===== src/rtl/lpip_pkg.sv =====
package lpip_pkg;

  // Default limits
  localparam int unsigned MAX_ID_LEN_DEF  = 1024;
  localparam int unsigned QUEUE_DEPTH_DEF = 2;

  // Character codes
  localparam logic [7:0] CH_NS   = 8'h4E;  // 'N'
  localparam logic [7:0] CH_SEP  = 8'h5F;  // '_'
  localparam logic [7:0] CH_ZERO = 8'h30;  // '0'
  localparam logic [7:0] CH_NINE = 8'h39;  // '9'

  // Fixed result field widths
  localparam int unsigned SEG_W = 11;
  localparam logic [SEG_W-1:0] SEG_MAX = '1;

  typedef enum logic [1:0] {
    PH_DIGITS = 2'd0,
    PH_NS_SEP = 2'd1,
    PH_SKIP   = 2'd2
  } phase_e;

  // Classified character beat, front to back
  typedef struct packed {
    logic       last;
    logic       is_digit;
    logic       is_ns;
    logic       is_sep;
    logic [3:0] digit;
  } char_cls_t;

  // One result beat
  typedef struct packed {
    logic               parse_error;
    logic signed [10:0] node_depth;
    logic [9:0]         meta_start;
    logic               has_parent;
    logic [10:0]        parent_id_length;
    logic [9:0]         parent_ns_start;
    logic [10:0]        parent_ns_length;
  } result_t;

endpackage


===== src/rtl/lpip_fifo.sv =====
module lpip_fifo
  import lpip_pkg::*;
#(
  parameter int unsigned WIDTH = 8,
  parameter int unsigned DEPTH = QUEUE_DEPTH_DEF
) (
  input  logic             clk_i,
  input  logic             rst_ni,
  input  logic             push_i,
  input  logic [WIDTH-1:0] data_i,
  output logic             full_o,
  input  logic             pop_i,
  output logic [WIDTH-1:0] data_o,
  output logic             empty_o
);

  localparam int unsigned PTR_W = (DEPTH > 1) ? $clog2(DEPTH) : 1;
  localparam int unsigned CNT_W = $clog2(DEPTH + 1);
  localparam logic [PTR_W-1:0] PTR_LAST = PTR_W'(DEPTH - 1);
  localparam logic [CNT_W-1:0] CNT_FULL = CNT_W'(DEPTH);

  logic [WIDTH-1:0] mem_q [DEPTH];
  logic [PTR_W-1:0] wr_ptr_q, wr_ptr_d;
  logic [PTR_W-1:0] rd_ptr_q, rd_ptr_d;
  logic [CNT_W-1:0] cnt_q, cnt_d;
  logic             do_push, do_pop;

  assign full_o  = (cnt_q == CNT_FULL);
  assign empty_o = (cnt_q == '0);
  assign do_push = push_i && !full_o;
  assign do_pop  = pop_i && !empty_o;
  assign data_o  = mem_q[rd_ptr_q];

  always_comb begin
    wr_ptr_d = wr_ptr_q;
    rd_ptr_d = rd_ptr_q;
    cnt_d    = cnt_q;
    if (do_push) begin
      wr_ptr_d = (wr_ptr_q == PTR_LAST) ? '0 : wr_ptr_q + 1'b1;
    end
    if (do_pop) begin
      rd_ptr_d = (rd_ptr_q == PTR_LAST) ? '0 : rd_ptr_q + 1'b1;
    end
    if (do_push && !do_pop) begin
      cnt_d = cnt_q + 1'b1;
    end else if (do_pop && !do_push) begin
      cnt_d = cnt_q - 1'b1;
    end
  end

  always_ff @(posedge clk_i or negedge rst_ni) begin
    if (!rst_ni) begin
      wr_ptr_q <= '0;
      rd_ptr_q <= '0;
      cnt_q    <= '0;
    end else begin
      wr_ptr_q <= wr_ptr_d;
      rd_ptr_q <= rd_ptr_d;
      cnt_q    <= cnt_d;
    end
  end

  always_ff @(posedge clk_i) begin
    if (do_push) begin
      mem_q[wr_ptr_q] <= data_i;
    end
  end

endmodule


===== src/rtl/lpip_front.sv =====
module lpip_front
  import lpip_pkg::*;
(
  input  logic      push_i,
  input  logic [7:0] char_code_i,
  input  logic      last_char_i,
  output logic      full_o,
  output logic      q_push_o,
  output char_cls_t q_data_o,
  input  logic      q_full_i
);

  // Classify each character before it enters the queue
  always_comb begin
    q_data_o.last     = last_char_i;
    q_data_o.is_digit = (char_code_i >= CH_ZERO) && (char_code_i <= CH_NINE);
    q_data_o.is_ns    = (char_code_i == CH_NS);
    q_data_o.is_sep   = (char_code_i == CH_SEP);
    q_data_o.digit    = char_code_i[3:0];
  end

  assign full_o   = q_full_i;
  assign q_push_o = push_i && !q_full_i;

endmodule


===== src/rtl/lpip_back.sv =====
module lpip_back
  import lpip_pkg::*;
#(
  parameter int unsigned MAX_ID_LEN = MAX_ID_LEN_DEF
) (
  input  logic      clk_i,
  input  logic      rst_ni,
  input  logic      beat_valid_i,
  input  char_cls_t beat_i,
  output logic      beat_pop_o,
  input  logic      res_full_i,
  output logic      res_push_o,
  output result_t   res_o
);

  // LEN_W holds MAX_ID_LEN + 1; OFF_W holds an id end offset (up to 2*MAX)
  localparam int unsigned LEN_W = $clog2(MAX_ID_LEN + 2);
  localparam int unsigned OFF_W = $clog2(2 * MAX_ID_LEN + 2);
  localparam int unsigned MUL_W = LEN_W + 4;
  localparam logic [LEN_W-1:0] LEN_MAX = LEN_W'(MAX_ID_LEN);
  localparam logic [LEN_W-1:0] LEN_SAT = LEN_W'(MAX_ID_LEN + 1);
  localparam logic [MUL_W-1:0] MUL_MAX = MUL_W'(MAX_ID_LEN);

  phase_e             phase_q, phase_s, phase_d;
  logic [LEN_W-1:0]   accum_q, accum_s, accum_d;
  logic               have_dig_q, have_dig_s, have_dig_d;
  logic [LEN_W-1:0]   skip_q, skip_s, skip_d;
  logic [LEN_W-1:0]   pos_q, pos_s, pos_d;
  logic [SEG_W-1:0]   seg_q, seg_s, seg_d;
  logic               nid_v_q, nid_v_s, nid_v_d;
  logic [OFF_W-1:0]   nid_q, nid_s, nid_d;
  logic               lid_v_q, lid_v_s, lid_v_d;
  logic [OFF_W-1:0]   lid_q, lid_s, lid_d;
  logic               lns_v_q, lns_v_s, lns_v_d;
  logic [LEN_W-1:0]   lns_st_q, lns_st_s, lns_st_d;
  logic [LEN_W-1:0]   lns_len_q, lns_len_s, lns_len_d;
  logic               pns_v_q, pns_v_s, pns_v_d;
  logic [LEN_W-1:0]   pns_st_q, pns_st_s, pns_st_d;
  logic [LEN_W-1:0]   pns_len_q, pns_len_s, pns_len_d;
  logic [LEN_W-1:0]   mark_q, mark_s, mark_d;
  logic               err_q, err_s, err_d;
  logic               step;
  logic [MUL_W-1:0]   acc_ext, acc_mul;
  logic               fin_err;
  logic [LEN_W-1:0]   par_st, par_len;
  logic               par_v;

  assign step       = beat_valid_i && (!beat_i.last || !res_full_i);
  assign beat_pop_o = step;
  assign res_push_o = step && beat_i.last;

  assign acc_ext = MUL_W'(accum_q);
  assign acc_mul = (acc_ext << 3) + (acc_ext << 1) + MUL_W'(beat_i.digit);

  // Next state: consume one beat into *_s, then return to reset on last
  always_comb begin
    phase_s    = phase_q;
    accum_s    = accum_q;
    have_dig_s = have_dig_q;
    skip_s     = skip_q;
    pos_s      = pos_q;
    seg_s      = seg_q;
    nid_v_s    = nid_v_q;
    nid_s      = nid_q;
    lid_v_s    = lid_v_q;
    lid_s      = lid_q;
    lns_v_s    = lns_v_q;
    lns_st_s   = lns_st_q;
    lns_len_s  = lns_len_q;
    pns_v_s    = pns_v_q;
    pns_st_s   = pns_st_q;
    pns_len_s  = pns_len_q;
    mark_s     = mark_q;
    err_s      = err_q;

    if (!err_q) begin
      pos_s = pos_q + 1'b1;
      if (pos_q >= LEN_MAX) begin
        err_s = 1'b1;
      end else begin
        unique case (phase_q)
          PH_SKIP: begin
            skip_s = skip_q - 1'b1;
            if (skip_q == LEN_W'(1)) begin
              phase_s = PH_DIGITS;
              if (!beat_i.last) begin
                mark_s = pos_q + 1'b1;
              end
            end
          end
          PH_NS_SEP: begin
            // separator after 'N', any code: open the namespace payload
            mark_s     = pos_q + 1'b1;
            accum_s    = '0;
            have_dig_s = 1'b0;
            skip_s     = accum_q;
            phase_s    = (accum_q == '0) ? PH_DIGITS : PH_SKIP;
          end
          PH_DIGITS: begin
            if (beat_i.is_sep || beat_i.is_ns) begin
              if (!have_dig_q || (accum_q > LEN_MAX)) begin
                err_s = 1'b1;
              end else if (beat_i.is_ns) begin
                pns_v_s   = lns_v_q;
                pns_st_s  = lns_st_q;
                pns_len_s = lns_len_q;
                lns_v_s   = 1'b1;
                lns_st_s  = pos_q + LEN_W'(2);
                lns_len_s = accum_q;
                phase_s   = PH_NS_SEP;
              end else begin
                lid_v_s    = nid_v_q;
                lid_s      = nid_q;
                nid_v_s    = 1'b1;
                nid_s      = OFF_W'(pos_q) + OFF_W'(accum_q) + 1'b1;
                if (seg_q != SEG_MAX) begin
                  seg_s = seg_q + 1'b1;
                end
                mark_s     = pos_q + 1'b1;
                accum_s    = '0;
                have_dig_s = 1'b0;
                skip_s     = accum_q;
                phase_s    = (accum_q == '0) ? PH_DIGITS : PH_SKIP;
              end
            end else if (beat_i.is_digit) begin
              accum_s    = (acc_mul > MUL_MAX) ? LEN_SAT : LEN_W'(acc_mul);
              have_dig_s = 1'b1;
            end else begin
              err_s = 1'b1;
            end
          end
          default: begin
            phase_s = PH_DIGITS;
          end
        endcase
      end
    end

    phase_d    = phase_q;
    accum_d    = accum_q;
    have_dig_d = have_dig_q;
    skip_d     = skip_q;
    pos_d      = pos_q;
    seg_d      = seg_q;
    nid_v_d    = nid_v_q;
    nid_d      = nid_q;
    lid_v_d    = lid_v_q;
    lid_d      = lid_q;
    lns_v_d    = lns_v_q;
    lns_st_d   = lns_st_q;
    lns_len_d  = lns_len_q;
    pns_v_d    = pns_v_q;
    pns_st_d   = pns_st_q;
    pns_len_d  = pns_len_q;
    mark_d     = mark_q;
    err_d      = err_q;
    if (step) begin
      if (beat_i.last) begin
        phase_d    = PH_DIGITS;
        accum_d    = '0;
        have_dig_d = 1'b0;
        skip_d     = '0;
        pos_d      = '0;
        seg_d      = '0;
        nid_v_d    = 1'b0;
        nid_d      = '0;
        lid_v_d    = 1'b0;
        lid_d      = '0;
        lns_v_d    = 1'b0;
        lns_st_d   = '0;
        lns_len_d  = '0;
        pns_v_d    = 1'b0;
        pns_st_d   = '0;
        pns_len_d  = '0;
        mark_d     = '0;
        err_d      = 1'b0;
      end else begin
        phase_d    = phase_s;
        accum_d    = accum_s;
        have_dig_d = have_dig_s;
        skip_d     = skip_s;
        pos_d      = pos_s;
        seg_d      = seg_s;
        nid_v_d    = nid_v_s;
        nid_d      = nid_s;
        lid_v_d    = lid_v_s;
        lid_d      = lid_s;
        lns_v_d    = lns_v_s;
        lns_st_d   = lns_st_s;
        lns_len_d  = lns_len_s;
        pns_v_d    = pns_v_s;
        pns_st_d   = pns_st_s;
        pns_len_d  = pns_len_s;
        mark_d     = mark_s;
        err_d      = err_s;
      end
    end
  end

  // Outputs: result from the post-consume values
  always_comb begin
    fin_err = err_s || (phase_s != PH_DIGITS);
    par_v   = 1'b0;
    par_st  = '0;
    par_len = '0;
    if (lns_v_s && lid_v_s) begin
      if (lid_s < OFF_W'(lns_st_s)) begin
        // latest namespace belongs to the child; parent uses the one before
        if (pns_v_s) begin
          par_v   = 1'b1;
          par_st  = pns_st_s;
          par_len = pns_len_s;
        end
      end else begin
        par_v   = 1'b1;
        par_st  = lns_st_s;
        par_len = lns_len_s;
      end
    end

    res_o = '0;
    if (fin_err) begin
      res_o.parse_error = 1'b1;
    end else begin
      res_o.node_depth = $signed(seg_s - 1'b1);
      res_o.meta_start = 10'(mark_s);
      if (par_v) begin
        res_o.has_parent       = 1'b1;
        res_o.parent_id_length = 11'(lid_s);
        res_o.parent_ns_start  = 10'(par_st);
        res_o.parent_ns_length = 11'(par_len);
      end
    end
  end

  always_ff @(posedge clk_i or negedge rst_ni) begin
    if (!rst_ni) begin
      phase_q    <= PH_DIGITS;
      accum_q    <= '0;
      have_dig_q <= 1'b0;
      skip_q     <= '0;
      pos_q      <= '0;
      seg_q      <= '0;
      nid_v_q    <= 1'b0;
      nid_q      <= '0;
      lid_v_q    <= 1'b0;
      lid_q      <= '0;
      lns_v_q    <= 1'b0;
      lns_st_q   <= '0;
      lns_len_q  <= '0;
      pns_v_q    <= 1'b0;
      pns_st_q   <= '0;
      pns_len_q  <= '0;
      mark_q     <= '0;
      err_q      <= 1'b0;
    end else begin
      phase_q    <= phase_d;
      accum_q    <= accum_d;
      have_dig_q <= have_dig_d;
      skip_q     <= skip_d;
      pos_q      <= pos_d;
      seg_q      <= seg_d;
      nid_v_q    <= nid_v_d;
      nid_q      <= nid_d;
      lid_v_q    <= lid_v_d;
      lid_q      <= lid_d;
      lns_v_q    <= lns_v_d;
      lns_st_q   <= lns_st_d;
      lns_len_q  <= lns_len_d;
      pns_v_q    <= pns_v_d;
      pns_st_q   <= pns_st_d;
      pns_len_q  <= pns_len_d;
      mark_q     <= mark_d;
      err_q      <= err_d;
    end
  end

endmodule


===== src/rtl/length_prefixed_id_path_parser.sv =====
// Channel  | Handshake          | Beat payload
// ---------+--------------------+-------------------------------------------------
// input    | push / full        | char_code_i, last_char_i
// result   | empty / pop        | parse_error_o, node_depth_o, meta_start_o,
//          |                    | has_parent_o, parent_id_length_o,
//          |                    | parent_ns_start_o, parent_ns_length_o
//
// One character per cycle sustained while no last character waits on a full
// result queue; the length accumulate (x10 + digit) is the longest path.
// Each result is registered in the result queue before it reaches the ports.
// Reset (rst_ni low, asynchronous) empties both queues and restarts the parser.
// Stalls: a full result queue holds back only a last character; the
// character queue then fills and raises full.
module length_prefixed_id_path_parser
  import lpip_pkg::*;
#(
  parameter int unsigned MAX_ID_LEN  = MAX_ID_LEN_DEF,
  parameter int unsigned QUEUE_DEPTH = QUEUE_DEPTH_DEF
) (
  input  logic               clk_i,
  input  logic               rst_ni,
  input  logic               push,
  output logic               full,
  input  logic [7:0]         char_code_i,
  input  logic               last_char_i,
  output logic               empty,
  input  logic               pop,
  output logic               parse_error_o,
  output logic signed [10:0] node_depth_o,
  output logic [9:0]         meta_start_o,
  output logic               has_parent_o,
  output logic [10:0]        parent_id_length_o,
  output logic [9:0]         parent_ns_start_o,
  output logic [10:0]        parent_ns_length_o
);

  // Front end -> character queue
  logic      cq_push, cq_full, cq_empty, cq_pop;
  char_cls_t cq_wdata, cq_rdata;

  // Back end -> result queue
  logic    rq_push, rq_full;
  result_t rq_wdata, rq_rdata;

  // Classify the incoming character
  lpip_front u_front (
    .push_i      (push),
    .char_code_i (char_code_i),
    .last_char_i (last_char_i),
    .full_o      (full),
    .q_push_o    (cq_push),
    .q_data_o    (cq_wdata),
    .q_full_i    (cq_full)
  );

  // Decouples classification from the parse step
  lpip_fifo #(
    .WIDTH ($bits(char_cls_t)),
    .DEPTH (QUEUE_DEPTH)
  ) u_char_q (
    .clk_i   (clk_i),
    .rst_ni  (rst_ni),
    .push_i  (cq_push),
    .data_i  (cq_wdata),
    .full_o  (cq_full),
    .pop_i   (cq_pop),
    .data_o  (cq_rdata),
    .empty_o (cq_empty)
  );

  // Parse state and result formation
  lpip_back #(
    .MAX_ID_LEN (MAX_ID_LEN)
  ) u_back (
    .clk_i        (clk_i),
    .rst_ni       (rst_ni),
    .beat_valid_i (!cq_empty),
    .beat_i       (cq_rdata),
    .beat_pop_o   (cq_pop),
    .res_full_i   (rq_full),
    .res_push_o   (rq_push),
    .res_o        (rq_wdata)
  );

  // Result queue: the oldest result sits on the ports until popped
  lpip_fifo #(
    .WIDTH ($bits(result_t)),
    .DEPTH (QUEUE_DEPTH)
  ) u_res_q (
    .clk_i   (clk_i),
    .rst_ni  (rst_ni),
    .push_i  (rq_push),
    .data_i  (rq_wdata),
    .full_o  (rq_full),
    .pop_i   (pop),
    .data_o  (rq_rdata),
    .empty_o (empty)
  );

  assign parse_error_o      = rq_rdata.parse_error;
  assign node_depth_o       = rq_rdata.node_depth;
  assign meta_start_o       = rq_rdata.meta_start;
  assign has_parent_o       = rq_rdata.has_parent;
  assign parent_id_length_o = rq_rdata.parent_id_length;
  assign parent_ns_start_o  = rq_rdata.parent_ns_start;
  assign parent_ns_length_o = rq_rdata.parent_ns_length;

endmodule


===== config.mk =====
export PLATFORM = sky130hd
export DESIGN_NAME = length_prefixed_id_path_parser
export DESIGN_NICKNAME = d
export VERILOG_FILES = /design/src/rtl/lpip_pkg.sv /design/src/rtl/lpip_fifo.sv /design/src/rtl/lpip_front.sv /design/src/rtl/lpip_back.sv /design/src/rtl/length_prefixed_id_path_parser.sv
export SDC_FILE = /design/constraint.sdc
export NUM_CORES = 1
export LEC_CHECK = 0
export BUFFER_PORTS_ARGS = -buffer_cell sky130_fd_sc_hd__clkbuf_2
export CAP_MARGIN = 20
export CORE_AREA = 2 2 177 179
export CTS_CLUSTER_DIAMETER = 100
export DETAILED_ROUTE_END_ITERATION = 6
export DIE_AREA = 0 0 179 181
export GPL_ROUTABILITY_DRIVEN = 0
export MAX_ROUTING_LAYER = met4
export PLACE_DENSITY = 0.58
export SLEW_MARGIN = 20
export SYNTH_ARGS = -nofsm -noshare
export SYNTH_HDL_FRONTEND = slang
export SYNTH_SLANG_ARGS = --single-unit

===== constraint.sdc =====
create_clock -name clk_i -period 18.55 [get_ports clk_i]
set_clock_uncertainty 0.05 [all_clocks]
set_input_delay 0.9275 -clock clk_i [delete_from_list [all_inputs] [get_ports clk_i]]
set_output_delay 0.9275 -clock clk_i [all_outputs]
set_load 0.005 [all_outputs]

==> flow_summary.toml, run 1 <==
[status]
status = "finished clean"

[synth]
synth_edf_count = 126
avgSynthCellArea_um2 = 11.0
ys_async_sr_fraction_pct = 52.1
ys.flop_type = "dfrtp_1"
syn_area_mm2 = 0.0136
synthCells = 1236
yosysUniqueCellTypes = 73
ys_seq_area_share_pct = 53.0
synth-seq-cells = 263
synthTopCellsByArea = "edfxtp_1 (28%), dfrtp_1 (25%), mux2_2 (5.4%)"
synth_top_cell_by_area = "edfxtp_1"
yosys.area.top_type_share_pct = 27.8
yosysWarnings = 0
synth_nets = 1303

[pwr]
power.leakage_uw = 0.00630
peakVddDrop_uv = 120
fin_total_pwr_uw = 2330
powerDensity_mw_per_mm2 = 151

[routing]
wl_um = 34100
drt_iter0_drc = 703
remaining_drc_errors = 0
postRouteAntennaNets = 0
vias = 9792
via_per_inst = 5.72
wl_per_cell_um = 19.9
firstDrtPassIters = 5

[grt]
grt_pass1_vias = 9817
antenna_found_initial = 0
grt_usage_pct = 22.0
grt_max_degree = 80
grt_overflow = 0
grt_first_pass_wirelength_um = 54500

[timing]
tns_ps = 0
tightest_slew_ps = 1040
slew_headroom_pct = 30.8
rsz0062_at_grt = "false"
finalSetupViolCount = 0
post-route-min-period_ps = 5240
hold_viol_final = 0
max_freq_ghz = 0.191
drv_slew = 0
min_period_over_period_pct = 28.2

[critical_path]
worstPathRequired_ps = 18780
path_max_fanout = 23
start_kind = "flop"
path_cells = "nor2_1 > o211ai_2 > nor2_4 > mux2i_1 > inv_1 > ha_1 > a21o_1 > a21o_1 > a21oi_1 > o2111ai_1 > a211o_1 > nand2_1 > a211o_1 > buf_4 > a21oi_1"
worstSetupPathType = "flop to flop"
critPathMaxStageDelay_ps = 600
slowest_stage = "dfrtp_1"
cp.arrival_ps = 5470
crit_family = "compound AO/OA/AOI/OAI gates"
end_kind = "flop"
cp_num_buf_inv = 2

[clocking]
cts_tree = "built"
cts_resized = 0
clk_pin_slew_worst_paths_ps = 70
cts_setup_buffers = 0
clk_latency_ps = 560
cts_sinks = 263
root_buffer = "clkbuf_16"
htreeDepth = 1
clockBufferDepth = 3
cts-hold-fix-buffers = 0
cts-buffers-inserted = 29

[cells_and_area]
final_cells = 1711
finalNetCount = 1359
layout_commonest_cell = "dfrtp_1"
mostFrequentLayoutCells = "dfrtp_1 (136), edfxtp_1 (126), nand2_1 (116)"
stdcell_area_mm2 = 0.0154
diodes = 0
syn_to_final_growth_pct = 13.4
drive_above_1_share_pct = 17.1
nFillCells = 2685

[die]
die_w_um = 179
fp-row-count = 64
start_util_pct = 44.8
dieArea_mm2 = 0.0324
coreArea_mm2 = 0.0303
die_y_um = 181
ioPinCount = 70

[placed_design]
hpwl_um = 22800
dp.cells = 1656
dpl_cell_area_mm2 = 0.0143
numPortBuffers = 69

[min_path]
hold_class = "primary input to asynchronous set/reset pin"

[run]
max_cap_violations = 0
[per-layer routing]
metal / vias to the layer above / track usage (%) / wire length, um
met3: 68 / 2.95 / 1590
met5: - / - / 0
li1: 4650 / - / -
met2: 244 / 33.6 / 15600
met1: 4830 / 30.0 / 15700
met4: 0 / 7.84 / 1210
[Yosys cell counts (16+ instances only)]
cell type	instances
dfrtp_1	137
o21ai_0	98
xnor2_1	28
xor2_1	17
nand3_1	34
nor2_1	89
a22o_1	46
clkbuf_1	44
edfxtp_1	126
mux2i_1	37
and3_1	16
nand2_1	116
and2_1	17
ha_1	51
mux2_2	65
inv_1	40
a21oi_1	75
nand4_1	16
[area by class of cell]
cell class | instances | area (um2) | area share (%)
inverter | 41 | 154 | 0.998
sequential | 263 | 7210 | 46.8
clock inverter | 19 | 264 | 1.71
tap | 396 | 495 | 3.21
timing repair buffer | 87 | 484 | 3.14
multi-input combinational | 870 | 5990 | 38.8
clock buffer | 35 | 821 | 5.32
[metrics by stage]
stage                     hold slack, ps  utilization [%]  setup WS (ps)
after floorplan                      395                -          12690
after global placement               412             47.2          13300
after detailed placement             423             47.2          13140
after CTS                            398             50.8          13070
after global routing                 430             50.8          12920
final                                361             50.8          13310
[report_power, final]
group	total (uW)	internal [uW]	switching, uW
logic	845	298	546
registers	847	772	74.8
clock network	643	399	244
total	2330	1470	865
[kinds of logic (layout without fill, tap and decap cells)]
family / Yosys count / in the layout / share of synthesized area [%]
XOR/XNOR: 45 / 45 / 2.90
flip-flops: 263 / 263 / 53.0
buffers and inverters: 103 / 182 / 3.06
adder cells (fa/ha/maj): 54 / 54 / 5.13
multiplexers: 103 / 103 / 8.22
AO/OA/AOI/OAI: 305 / 305 / 14.6
AND/OR/NAND/NOR: 363 / 363 / 13.0
[path summary, 6_finish.rpt]
kind | cells past startpoint | start | end | slack, ps
min in group clk_i | 2 | u_back.lid_q[4] | u_back.lid_q[4] | 440
setup reg to reg | 15 | u_back.phase_q[1] | u_res_q.mem_q[0][15] | 13310
max in group asynchronous | 2 | rst_ni | u_back.seg_q[4] | 16750
setup / recovery | 15 | u_back.phase_q[1] | u_res_q.mem_q[0][15] | 13310
hold / removal | 1 | rst_ni | u_back.pns_st_q[4] | 360
hold reg to reg | 2 | u_back.lid_q[4] | u_back.lid_q[4] | 440
[registers in the layout, indices dropped and copies added (netlist names), 2 cells and up]
register and cells:
u_back.seg_q 11, u_back.lns_st_q 11, u_res_q.mem_q 110, u_back.lns_len_q 11, u_back.skip_q 11, u_back.accum_q 11
u_back.nid_q 12, u_back.lid_q 12, u_back.phase_q 2, u_back.pns_st_q 10, u_char_q.cnt_q 2, u_back.pos_q 11
u_res_q.cnt_q 2, u_char_q.mem_q 16, u_back.mark_q 10, u_back.pns_len_q 11
[worst register-to-register path: stages (launching register included)]
cell and delay, ps:
dfrtp_1 600, nor2_1 440, o211ai_2 300, nor2_4 540
mux2i_1 330, inv_1 70, ha_1 310, a21o_1 180
a21o_1 170, a21oi_1 180, o2111ai_1 160, a211o_1 440
nand2_1 280, a211o_1 410, buf_4 380, a21oi_1 120
Note: power is estimated with default switching activity, not from simulation.
==> run 2, diff against run 1 <==
Settings changed: PLACE_DENSITY 0.58 to 0.61.
Clock period 18.55 ns to 4.2 ns, I/O delays scaled along.
==> flow_summary.toml, run 2 (synthesis results as in run 1) <==
[status]
status = "finished clean"

[pwr]
power_frac_comb_pct = 39.7
power.share.clock_pct = 24.9
p_switching_uw = 3840
seq_power_share_pct = 35.4
powerDensity_mw_per_mm2 = 643
fin_total_pwr_uw = 10300
internal_power_uw = 6450
peakVddDrop_uv = 455
power.leakage_uw = 0.00662
sw_frac_of_total_pct = 37.3

[critical_path]
timing.rr.end = "u_res_q.mem_q[0][5]"
r2r_slack_ps = 210
start_kind = "flop"
worstPathRequired_ps = 4440
end_kind = "flop"
rr_worst_depth = 15
cp-startpoint = "u_back.accum_q[4]"
cp.arrival_ps = 4230
r2r-start = "u_back.accum_q[4]"
path_max_fanout = 13
worstSetupPathType = "flop to flop"

[timing]
max_freq_ghz = 0.251
layout_setup_ws_ps = 211
hold_viol_final = 0
post-route-min-period_ps = 3990
min_period_over_period_pct = 95.0
slew_headroom_pct = 46.1
drv_slew = 0
finalSetupViolCount = 0
tightest_slew_ps = 809
rsz0062_at_grt = "true"

[die]
die_w_um = 179
ioPinCount = 70
die_y_um = 181
start_util_pct = 44.8
fp-row-count = 64
dieArea_mm2 = 0.0324
coreArea_mm2 = 0.0303

[min_path]
hold_class = "primary input to flop"
worstHoldEndpoint = "u_char_q.mem_q[0][5]"
min_from = "char_code_i[7]"
hold_path_depth = 4

[cells_and_area]
diodes = 0
finalNetCount = 1426
drive_above_1_share_pct = 20.6
syn_to_final_growth_pct = 17.6
mostFrequentLayoutCells = "dfrtp_1 (136), edfxtp_1 (126), nand2_1 (116)"
nFillCells = 2697
largest_reg_flops = 110
utilization_pct = 52.7
largestRegisters = "u_res_q.mem_q: 110 flops, u_char_q.mem_q: 16 flops"
layout_commonest_cell = "dfrtp_1"
top_register = "u_res_q.mem_q"

[grt]
antenna_found_initial = 0
grt_usage_pct = 21.8
grt_overflow = 0
grt_first_pass_wirelength_um = 54700
grt_max_degree = 104
grt_pass1_vias = 10007

[routing]
postRouteAntennaNets = 0
firstDrtPassIters = 5
vias = 10124
wl_um = 34100
drt_iter0_drc = 849
via_per_inst = 5.69
remaining_drc_errors = 0
wl_per_cell_um = 19.2

[clocking]
clk_latency_ps = 570
cts-buffers-inserted = 29
clk_pin_slew_worst_paths_ps = 60
clockBufferDepth = 3
htreeDepth = 1
cts_tree = "built"
cts_sinks = 263
root_buffer = "clkbuf_16"

[run]
max_cap_violations = 0

[placed_design]
hpwl_um = 23200
numPortBuffers = 69
preCtsSetupSlack_ps = 63.9
[run 2: worst max-delay path by stage]
stage	cells after the start	to
finish	15	u_res_q.mem_q[0][5]
global route	14	u_back.accum_q[3]
CTS	14	u_res_q.mem_q[0][5]
detailed placement	14	u_res_q.mem_q[1][5]
global placement	15	u_res_q.mem_q[0][6]
floorplan	6	u_res_q.mem_q[0][0]
[run 2: power groups by stage]
stage	combinational [uW]	clock, uW	sequential [uW]
2_1_floorplan	2510	0	3660
3_3_place_gp	3970	0	3670
3_5_place_dp	4020	0	3690
4_1_cts	4050	2610	3650
5_1_grt	4460	2720	3710
6_report	4080	2560	3650
[run 2: metrics by stage]
stage               cells  area, um2  TNS (ps)  hold WS, ps
finish               1778      16000         0         83.9
global route         1778      16000     -59.8         83.2
global placement     1706      14700         0          364
detailed placement   1707      14800         0          364
CTS                  1771      15800         0         55.7
floorplan            1236      13600         0         -136
[run 2: area by class of cell]
type / count / area, um2 / area share (%)
clock buffers: 40 / 828 / 5.18
multi-input cells: 870 / 6060 / 37.9
inverters: 41 / 154 / 0.963
flip-flops and latches: 263 / 7210 / 45.1
well taps: 396 / 495 / 3.10
clock inverters: 14 / 144 / 0.900
repair buffers: 154 / 1090 / 6.85
[run 2: worst max-delay path, stage by stage (launching register included)]
cell and delay (ps):
dfrtp_1 410, nor4_4 400, a41oi_4 240, nor2_4 220, buf_12 180, mux2i_4 240, inv_1 70, ha_1 190
a21o_1 150, a21o_1 170, a21oi_1 180, o2111ai_1 130, a211o_1 280, and3_2 340, a221oi_1 340, a21oi_1 130
[run 2: what timing repair did]
item / in CTS / in global routing
endpoints found under the setup margin: 0 / 57
setup buffers: 0 / 5
endpoints found under the hold margin: 120 / 0
gates resized for setup: 0 / 15
hold buffers: 10 / 0
[run 2: layer usage]
metal  vias to the layer above  GRT usage [%]  wire length (um)  part of all wire [%]
li1                       4798              -                 -                     -
met1                      5039           29.3             15500                    45
met2                       232           35.6             16600                    49
met3                        55           2.13              1230                   3.6
met4                         0           5.46               892                   2.6
met5                         -              -                 0                     0
